--- config.mk ---
export PLATFORM = sky130hd
export DESIGN_NAME = nmea_sentence_framer
export DESIGN_NICKNAME = d
export VERILOG_FILES = /design/src/sv/nsf_pkg.sv /design/src/sv/nmea_sentence_framer.sv /design/src/sv/nsf_in_reg.sv /design/src/sv/nsf_core.sv /design/src/sv/nsf_out_reg.sv
export SDC_FILE = /design/constraint.sdc
export NUM_CORES = 1
export LEC_CHECK = 0
export ABC_AREA = 1
export ABC_CLOCK_PERIOD_IN_PS = 2400
export BUFFER_PORTS_ARGS = -buffer_cell sky130_fd_sc_hd__buf_2
export CORE_MARGIN = 4
export CORE_UTILIZATION = 49
export CTS_BUF_LIST = sky130_fd_sc_hd__clkbuf_16
export DETAILED_ROUTE_END_ITERATION = 12
export PLACE_DENSITY = 0.79
export SLEW_MARGIN = 0
export SYNTH_ARGS = -nofsm -noshare
export SYNTH_HDL_FRONTEND = slang
export SYNTH_SLANG_ARGS = --single-unit
export TNS_END_PERCENT = 50
--- constraint.sdc ---
create_clock -name clk -period 2.4 [get_ports clk]
set_clock_uncertainty 0.05 [all_clocks]
set_input_delay 0.48 -clock clk [delete_from_list [all_inputs] [get_ports clk]]
set_output_delay 0.48 -clock clk [all_outputs]
set_load 0.005 [all_outputs]
--- src/sv/nsf_pkg.sv ---
package nsf_pkg;

  // Sentence length limit: the buffer size less a safety margin.
  localparam int BUFFER_BYTES = 128;
  localparam int LIMIT_MARGIN = 5;
  localparam logic [7:0] SENTENCE_LIMIT = 8'(BUFFER_BYTES - LIMIT_MARGIN);

  localparam logic [7:0] CHAR_DOLLAR = 8'h24;  // '$'
  localparam logic [7:0] CHAR_STAR   = 8'h2A;  // '*'
  localparam logic [7:0] CHAR_ZERO   = 8'h30;  // '0'
  localparam logic [7:0] CHAR_HEX_A  = 8'h37;  // 'A' - 0xA

  typedef struct packed {
    logic [7:0] echo_byte;
    logic       stored;
    logic [6:0] position;
    logic       sentence_start;
    logic       overflow_abort;
    logic       sentence_done;
    logic       checksum_good;
    logic [7:0] sentence_length;
  } result_t;

  // Uppercase ASCII hex digit of one nibble.
  function automatic logic [7:0] hex_char(input logic [3:0] nib);
    logic [7:0] wide;
    wide = {4'h0, nib};
    return (nib < 4'hA) ? (wide + CHAR_ZERO) : (wide + CHAR_HEX_A);
  endfunction

endpackage

--- src/sv/nmea_sentence_framer.sv ---
// Channel  | dir | tdata (low bit up)                          | tuser / tlast
// ---------+-----+---------------------------------------------+----------------------------
// s_axis   | in  | rx_byte[7:0]                                | -
// m_axis   | out | echo_byte[7:0] position[14:8] length[22:15] | tuser: stored, start,
//          |     |                                             | overflow, good; tlast: done
//
// Throughput is one item per cycle unless m_axis stalls. A byte goes through
// the input and result registers, with the core step (mode, count and running
// XOR update) combinational between them. Reset is synchronous and active high;
// it clears both valid flags and the framer state. A stall on m_axis holds the
// result register, then the input register, then drops s_axis_tready.
module nmea_sentence_framer (
  input  logic        clk,
  input  logic        rst,
  input  logic        s_axis_tvalid,
  output logic        s_axis_tready,
  input  logic [7:0]  s_axis_tdata,   // rx_byte[7:0]
  output logic        m_axis_tvalid,
  input  logic        m_axis_tready,
  output logic [23:0] m_axis_tdata,   // echo_byte[7:0], position[14:8],
                                      // sentence_length[22:15], zero[23]
  output logic [3:0]  m_axis_tuser,   // stored[0], sentence_start[1],
                                      // overflow_abort[2], checksum_good[3]
  output logic        m_axis_tlast    // sentence_done
);

  logic             held_valid;
  logic [7:0]       held_byte;
  logic             out_free;
  logic             step;
  nsf_pkg::result_t core_res;
  nsf_pkg::result_t out_res;

  // An item moves into the core only when the result register has room.
  assign step = held_valid && out_free;

  nsf_in_reg u_in_reg (
    .clk        (clk),
    .rst        (rst),
    .in_valid   (s_axis_tvalid),
    .in_ready   (s_axis_tready),
    .in_byte    (s_axis_tdata),
    .take       (step),
    .held_valid (held_valid),
    .held_byte  (held_byte)
  );

  nsf_core u_core (
    .clk     (clk),
    .rst     (rst),
    .step    (step),
    .rx_byte (held_byte),
    .res     (core_res)
  );

  nsf_out_reg u_out_reg (
    .clk       (clk),
    .rst       (rst),
    .load      (step),
    .res_in    (core_res),
    .free      (out_free),
    .out_valid (m_axis_tvalid),
    .out_ready (m_axis_tready),
    .res_out   (out_res)
  );

  assign m_axis_tdata = {1'b0, out_res.sentence_length, out_res.position, out_res.echo_byte};
  assign m_axis_tuser = {out_res.checksum_good, out_res.overflow_abort,
                         out_res.sentence_start, out_res.stored};
  assign m_axis_tlast = out_res.sentence_done;

endmodule

--- src/sv/nsf_in_reg.sv ---
module nsf_in_reg (
  input  logic       clk,
  input  logic       rst,
  input  logic       in_valid,
  output logic       in_ready,
  input  logic [7:0] in_byte,
  input  logic       take,       // core consumes the held byte this cycle
  output logic       held_valid,
  output logic [7:0] held_byte
);

  logic fire;

  assign in_ready = !held_valid || take;
  assign fire     = in_valid && in_ready;

  always_ff @(posedge clk) begin
    if (rst) begin
      held_valid <= 1'b0;
    end else if (fire) begin
      held_valid <= 1'b1;
    end else if (take) begin
      held_valid <= 1'b0;
    end
  end

  always_ff @(posedge clk) begin
    if (fire) begin
      held_byte <= in_byte;
    end
  end

endmodule

--- src/sv/nsf_core.sv ---
module nsf_core (
  input  logic             clk,
  input  logic             rst,
  input  logic             step,     // one byte processed this cycle
  input  logic [7:0]       rx_byte,
  output nsf_pkg::result_t res
);

  localparam logic [1:0] MODE_HUNT    = 2'd0;
  localparam logic [1:0] MODE_COLLECT = 2'd1;
  localparam logic [1:0] MODE_STAR    = 2'd2;
  localparam logic [1:0] MODE_CS1     = 2'd3;

  logic [1:0] hunt_mode, hunt_mode_next;
  logic [7:0] byte_count, byte_count_next;
  logic [7:0] running_xor, running_xor_next;
  logic [7:0] first_check_char, first_check_char_next;
  logic [7:0] count_inc;

  assign count_inc = byte_count + 8'd1;

  always_comb begin
    hunt_mode_next        = hunt_mode;
    byte_count_next       = byte_count;
    running_xor_next      = running_xor;
    first_check_char_next = first_check_char;

    res                 = '0;
    res.echo_byte       = rx_byte;

    unique case (hunt_mode)
      MODE_HUNT: begin
        if (rx_byte == nsf_pkg::CHAR_DOLLAR) begin
          hunt_mode_next     = MODE_COLLECT;
          byte_count_next    = 8'd1;
          running_xor_next   = '0;
          res.stored         = 1'b1;
          res.sentence_start = 1'b1;
        end
      end
      MODE_COLLECT: begin
        if (rx_byte == nsf_pkg::CHAR_DOLLAR) begin
          byte_count_next    = 8'd1;
          running_xor_next   = '0;
          res.stored         = 1'b1;
          res.sentence_start = 1'b1;
        end else if (byte_count >= nsf_pkg::SENTENCE_LIMIT) begin
          hunt_mode_next     = MODE_HUNT;
          byte_count_next    = '0;
          running_xor_next   = '0;
          res.overflow_abort = 1'b1;
        end else begin
          if (rx_byte == nsf_pkg::CHAR_STAR) begin
            hunt_mode_next = MODE_STAR;
          end else begin
            running_xor_next = running_xor ^ rx_byte;
          end
          res.stored      = 1'b1;
          res.position    = byte_count[6:0];
          byte_count_next = count_inc;
        end
      end
      MODE_STAR: begin
        first_check_char_next = rx_byte;
        hunt_mode_next        = MODE_CS1;
        res.stored            = 1'b1;
        res.position          = byte_count[6:0];
        byte_count_next       = count_inc;
      end
      MODE_CS1: begin
        res.stored          = 1'b1;
        res.position        = byte_count[6:0];
        res.sentence_length = count_inc;
        res.sentence_done   = 1'b1;
        res.checksum_good   =
          (nsf_pkg::hex_char(running_xor[7:4]) == first_check_char) &&
          (nsf_pkg::hex_char(running_xor[3:0]) == rx_byte);
        hunt_mode_next   = MODE_HUNT;
        byte_count_next  = '0;
        running_xor_next = '0;
      end
      default: begin
        hunt_mode_next = MODE_HUNT;
      end
    endcase
  end

  always_ff @(posedge clk) begin
    if (rst) begin
      hunt_mode        <= MODE_HUNT;
      byte_count       <= '0;
      running_xor      <= '0;
      first_check_char <= '0;
    end else if (step) begin
      hunt_mode        <= hunt_mode_next;
      byte_count       <= byte_count_next;
      running_xor      <= running_xor_next;
      first_check_char <= first_check_char_next;
    end
  end

`ifndef SYNTHESIS
  // A finished sentence always sends the framer back to hunting.
  a_done_to_hunt: assert property (@(posedge clk) disable iff (rst)
    (step && res.sentence_done) |=> (hunt_mode == MODE_HUNT))
    else $error("sentence_done did not return to hunt");

  // A start always marks a stored byte at position zero.
  a_start_pos: assert property (@(posedge clk) disable iff (rst)
    (step && res.sentence_start) |-> (res.stored && res.position == 7'd0))
    else $error("sentence_start with bad position");

  // Dropped bytes are never stored.
  a_ovf_not_stored: assert property (@(posedge clk) disable iff (rst)
    (step && res.overflow_abort) |-> !res.stored)
    else $error("overflow byte was stored");

  // Checksum compare only happens one byte after the '*' state.
  a_done_after_star: assert property (@(posedge clk) disable iff (rst)
    (step && res.sentence_done) |-> (hunt_mode == MODE_CS1))
    else $error("sentence_done outside checksum state");
`endif

endmodule

--- src/sv/nsf_out_reg.sv ---
module nsf_out_reg (
  input  logic             clk,
  input  logic             rst,
  input  logic             load,
  input  nsf_pkg::result_t res_in,
  output logic             free,     // register can take a result this cycle
  output logic             out_valid,
  input  logic             out_ready,
  output nsf_pkg::result_t res_out
);

  assign free = !out_valid || out_ready;

  always_ff @(posedge clk) begin
    if (rst) begin
      out_valid <= 1'b0;
    end else if (load) begin
      out_valid <= 1'b1;
    end else if (out_ready) begin
      out_valid <= 1'b0;
    end
  end

  always_ff @(posedge clk) begin
    if (load) begin
      res_out <= res_in;
    end
  end

endmodule

== Word-level counts from Yosys, hierarchy flattened ==
Index checks and enable logic that the tools add are counted.
Word-level totals
  register bits after elaboration: 64
  logic and storage cells: 82
Operators by class
  $add $sub $neg: 5
  magnitude comparators: 3
  eq/ne operators: 11
  muxes and demuxes: 28
  bitwise gates (word level): 2
  reductions and logical operators: 18
Operators with widths (count)
  $mux W8: 10
  $pmux W8 S4: 1
  $add A4 B6 Y7 const B: 4
  $pmux W8 S3: 1
  $eq A8 B6 Y1 const B: 2
  $eq A8 B8 Y1: 2
  $pmux W7 S2: 1
  $mux W10: 1
  $add A8 B1 Y8 const B: 1
  $ge A8 B7 Y1 const B: 1
  $lt A4 B4 Y1 const B: 2
  $mux W2: 4
  $pmux W2 S4: 1
  $reduce_and A4 Y1: 2
  $xor A8 B8 Y8: 1
  $mux W1: 7
  $mux W7: 1
  $reduce_or A2 Y1: 3
  $eq A2 B2 Y1 const B: 2
  $ne A4 B2 Y1 const B: 1
  $reduce_and A2 Y1: 2
  $reduce_bool A2 Y1: 2
  $logic_and A1 B1 Y1: 3
  $ne A3 B1 Y1 const B: 1
  9 further kinds: 11

== Depth between registers and ports, before layout ==
  depth in word-level cells: 6
  gate-level depth with buffers: 10

== Modules after synthesis ==
A second synthesis with hierarchy kept.
Unflattened totals
  cell total of the unflattened synthesis: 396
  area, all modules: 3259.4 um^2
Modules (own cells, without submodules)
  nsf_core: times used 1, cells each 345, area an instance 2069.5 um^2, sequential area each 520.5 um^2
  nsf_out_reg: times used 1, cells each 33, area an instance 883.3 um^2, sequential area each 860.8 um^2
  nsf_in_reg: times used 1, cells each 14, area an instance 287.8 um^2, sequential area each 260.2 um^2
  nmea_sentence_framer: times used 1, cells each 4, area an instance 18.8 um^2, sequential area each 0.0 um^2

== Least setup slack after synthesis ==
OpenSTA, ideal clock, no wires.
  path kind: input -> register
  start: input m_axis_tready
  end: register u_core.running_xor[1]
  arrival time: 1.898 ns
  data required time: 2.218 ns
  path slack: 0.320 ns
  stages on the path: 9
  buffers on the path: 0
  cells stage by stage: inv_1 > nand2_1 > nand2_1 > inv_1 > nand2_2 > nor2_4 > nand2_4 > nand2_1 > a21oi_1
Between the ends
  word-level cells in the longest chain between the ends: 3
Ends and longest elaborated chain
  from (decl): RTL line nmea_sentence_framer.sv:19  | input logic m_axis_tready,
  $logic_or A1 B1 Y1: RTL line nsf_out_reg.sv:12  | assign free = !out_valid || out_ready;
  $logic_and A1 B1 Y1: RTL line nmea_sentence_framer.sv:35  | assign step = held_valid && out_free;
  named net step: RTL line nmea_sentence_framer.sv:30  | logic step;
  $reduce_and A4 Y1 (no source line)
  to (signal assigned): RTL line nsf_core.sv:97  | running_xor <= running_xor_next;
  to (decl): RTL line nsf_core.sv:16  | logic [7:0] running_xor, running_xor_next;
The timed path passes the listed nets, and every way through them passes these cells.
A chain may end at the register's enable or synchronous reset.

== Final worst setup path ==
  start: register u_in_reg.held_byte[6]
  end: register u_core.running_xor[6]
Between the ends
  word-level cells in the longest chain between the ends: 5
Ends and longest elaborated chain
  from (decl): RTL line nsf_in_reg.sv:9  | output logic [7:0] held_byte
  from (signal assigned): RTL line nsf_in_reg.sv:29  | held_byte <= in_byte;
  $xor A8 B8 Y8: RTL line nsf_core.sv:56  | running_xor_next = running_xor ^ rx_byte;
  $mux W8: RTL line nsf_core.sv:53  | if (rx_byte == nsf_pkg::CHAR_STAR) begin
  $mux W8: RTL line nsf_core.sv:47  | end else if (byte_count >= nsf_pkg::SENTENCE_LIMIT) begin
  $mux W8: RTL line nsf_core.sv:42  | if (rx_byte == nsf_pkg::CHAR_DOLLAR) begin
  $pmux W8 S3: RTL line nsf_core.sv:31  | unique case (hunt_mode)
Several ways; a longest one is shown, not always the timed one. The select of a mux whose other input is x is not followed.

==> metrics.txt <==
status=finished clean; initial core utilization=50.67%; Avg WL per Cell=14.01 um; Post-synth EDFFs=36; Yosys reg bits=64; # DRC=0; Switching Fraction=20.28%; Critical R2R Capture=u_core.running_xor[6]; Netlist cell types=31; final WL=6559 um; Slew @ Worst Pin=0.5355 ns; CTS buffer count=9; CP Max Fanout=12; Seq/Total Area, Yosys=54.39%; clock group share of total power=48.6%; clock root buffer=clkbuf_16; Worst Setup End Kind=flip-flop; die width=86.48 um; ys flop type=edfxtp_1; ranking of synthesized cells by area=edfxtp_1, dfxtp_1, nor2_1; CORE AREA=5956 sq um; CTS Buffer Depth=2; R2R setup slack=0.48 ns; Yosys warnings=0; Hold Fails Final Rpt=0; Worst IR Drop VDD=0.0004933 V; Placer Congestion=0.8786; Total GRT Usage=19.44%; Data arrival, critical path=2.07 ns; post-CTS setup buffer count=0; NumNets Final=403; Psw=0.5111 mW; Logic pwr share=3.5%; most common cell in the netlist=nor2_1; critical path startpoint=u_in_reg.held_byte[6]; # setup viols final=0; CTS tree=built; Area Overhead vs Synth=18.32%; CP required=2.55 ns; Lkg Pwr=1.412 nW; Syn Area/Cell=8.850 sq um; power per cell area=705.9 nW/um^2; First-pass DRT Iterations=5; Synth area leader=edfxtp_1; pin count of the biggest net entering global routing=21; CP endpoint=u_core.running_xor[6]; setup TNS=0 ns; Layout Utilization=59.96%; period utilization=80.09%; worst slack, placed=0.5172 ns; final slew viol count=0; startpoint types=flip-flop; Ant. Diodes=0; min cycle time layout=1.922 ns; asr flop ratio synth=0%; die area=7479 sq um; Clk Latency, worst-skew pair=0.33 ns; vias after detailed routing=2470; DRT antenna net count=0; Max-Cap Viols=0; CTS H-tree lvls=3; Chip Height=86.48 um; Achievable Freq=0.5202 GHz; Clock transition at path regs=0.05 ns; hold_buf cts=0; fin worst setup slack=0.4778 ns; Syn Std Cell Area=3018 sq um; WHS=0.2798 ns; Worst Reg-to-Reg Cells=10; Via density=5.278; Setup CP Type=reg -> reg; first-pass GRT wire length=11100 um; CTS sink cnt=64; input/output buffers=41; num ports=43; FF-to-FF Start=u_in_reg.held_byte[6]; share of layout cells above drive strength 1=20.10%; Synth top area share=35.82%; vias in the first global route=2382; Rows=28; Post-Syn Instances=341; initial antenna violation count=0; DR iter-0 viols=161; Max-slew headroom=64.26%; Post-synth top cells=nor2_1, nand2_1, inv_1; P_int=2.010 mW; gr ovfl total=0; Syn Nets=356; post-cts resize count=0; RSZ-0062 raised after global routing=no; HP Class=in -> reg; Reg power frac=47.9%; placed wire-length estimate=4660 um
[kinds of logic (layout without fill, tap and decap cells)]
group	Yosys count	after routing	share of synthesized area, %
and+or+nand+nor	147	147	22.93
DFF	64	64	54.39
AOI/OAI and AO/OA	59	59	10.12
buffers and inverters	53	105	7.130
xor gates and xnor gates	14	14	4.063
adders and majority gates	3	3	1.244
other	1	1	0.1243
[layer usage]
metal	track usage [%]	up-vias	routed length (um)
met3	4.848	17	498
met1	23.41	1127	2745
met5	0	-	0
met4	12.04	0	177
met2	31.15	100	3137
li1	-	1226	-
[state kept, by name, summed over array words and instances, names as in the netlist, named ones only]
name / flops
u_out_reg.out_valid: 1
u_in_reg.held_byte: 8
u_core.byte_count: 8
u_core.hunt_mode: 1
u_core.running_xor: 8
u_in_reg.held_valid: 1
u_core.first_check_char: 8
u_out_reg.res_out: 28
[cell type report]
class	count	area, sq um
fill	512	2385
sequential	64	1642
multi-input combinational	224	1161
clock buffer	9	225.2
timing repair buffer	43	220.2
inverter	46	172.7
tap	75	93.84
clock inverter	7	56.30
[cell usage in the layout, fill, tap and decap left out, drive strengths merged, types with 5 or more instances in the layout]
cell type,count
a21oi,30
buf,43
clkbuf,9
dfxtp,28
edfxtp,36
inv,48
nand2,50
nand3,32
nand4,5
nor2,51
o21ai,28
xor2,11
[worst min-delay path by stage]
stage          slack [ns]                  start  cells past startpoint                     to
2_1_floorplan        0.42  u_core.running_xor[0]                      2  u_core.running_xor[0]
3_3_place_gp         0.44  u_core.running_xor[0]                      2  u_core.running_xor[0]
3_5_place_dp         0.44  u_core.running_xor[0]                      2  u_core.running_xor[0]
4_1_cts              0.27        s_axis_tdata[1]                      1  u_in_reg.held_byte[1]
5_1_grt              0.27        s_axis_tdata[1]                      1  u_in_reg.held_byte[1]
6_report             0.28        s_axis_tdata[1]                      1  u_in_reg.held_byte[1]
[worst max-delay path: stages (launching register included)]
cell	delay, ns
edfxtp_1	0.47
inv_1	0.13
nand2_1	0.06
nor2_1	0.18
nand2_2	0.20
nand2_1	0.13
nand2_2	0.09
nor2_4	0.21
nand2_4	0.12
nand2_1	0.08
a21oi_1	0.07
[power by group through the flow]
stage | clock network, mW | registers [mW] | logic, mW
finish | 1.22 | 1.21 | 0.0885
global route | 1.30 | 1.21 | 0.0988
CTS | 1.25 | 1.21 | 0.0900
detailed placement | 0 | 1.23 | 0.0894
global placement | 0 | 1.23 | 0.0877
floorplan | 0 | 1.23 | 0.0432
[through the flow]
step / area (sq um) / instances / power (mW)
floorplan: 3018 / 341 / 1.271
finish: 3571 / 468 / 2.521
detailed placement: 3289 / 452 / 1.319
global route: 3571 / 468 / 2.605
CTS: 3571 / 468 / 2.545
global placement: 3289 / 452 / 1.315
Power figures use the tool's default switching activity.
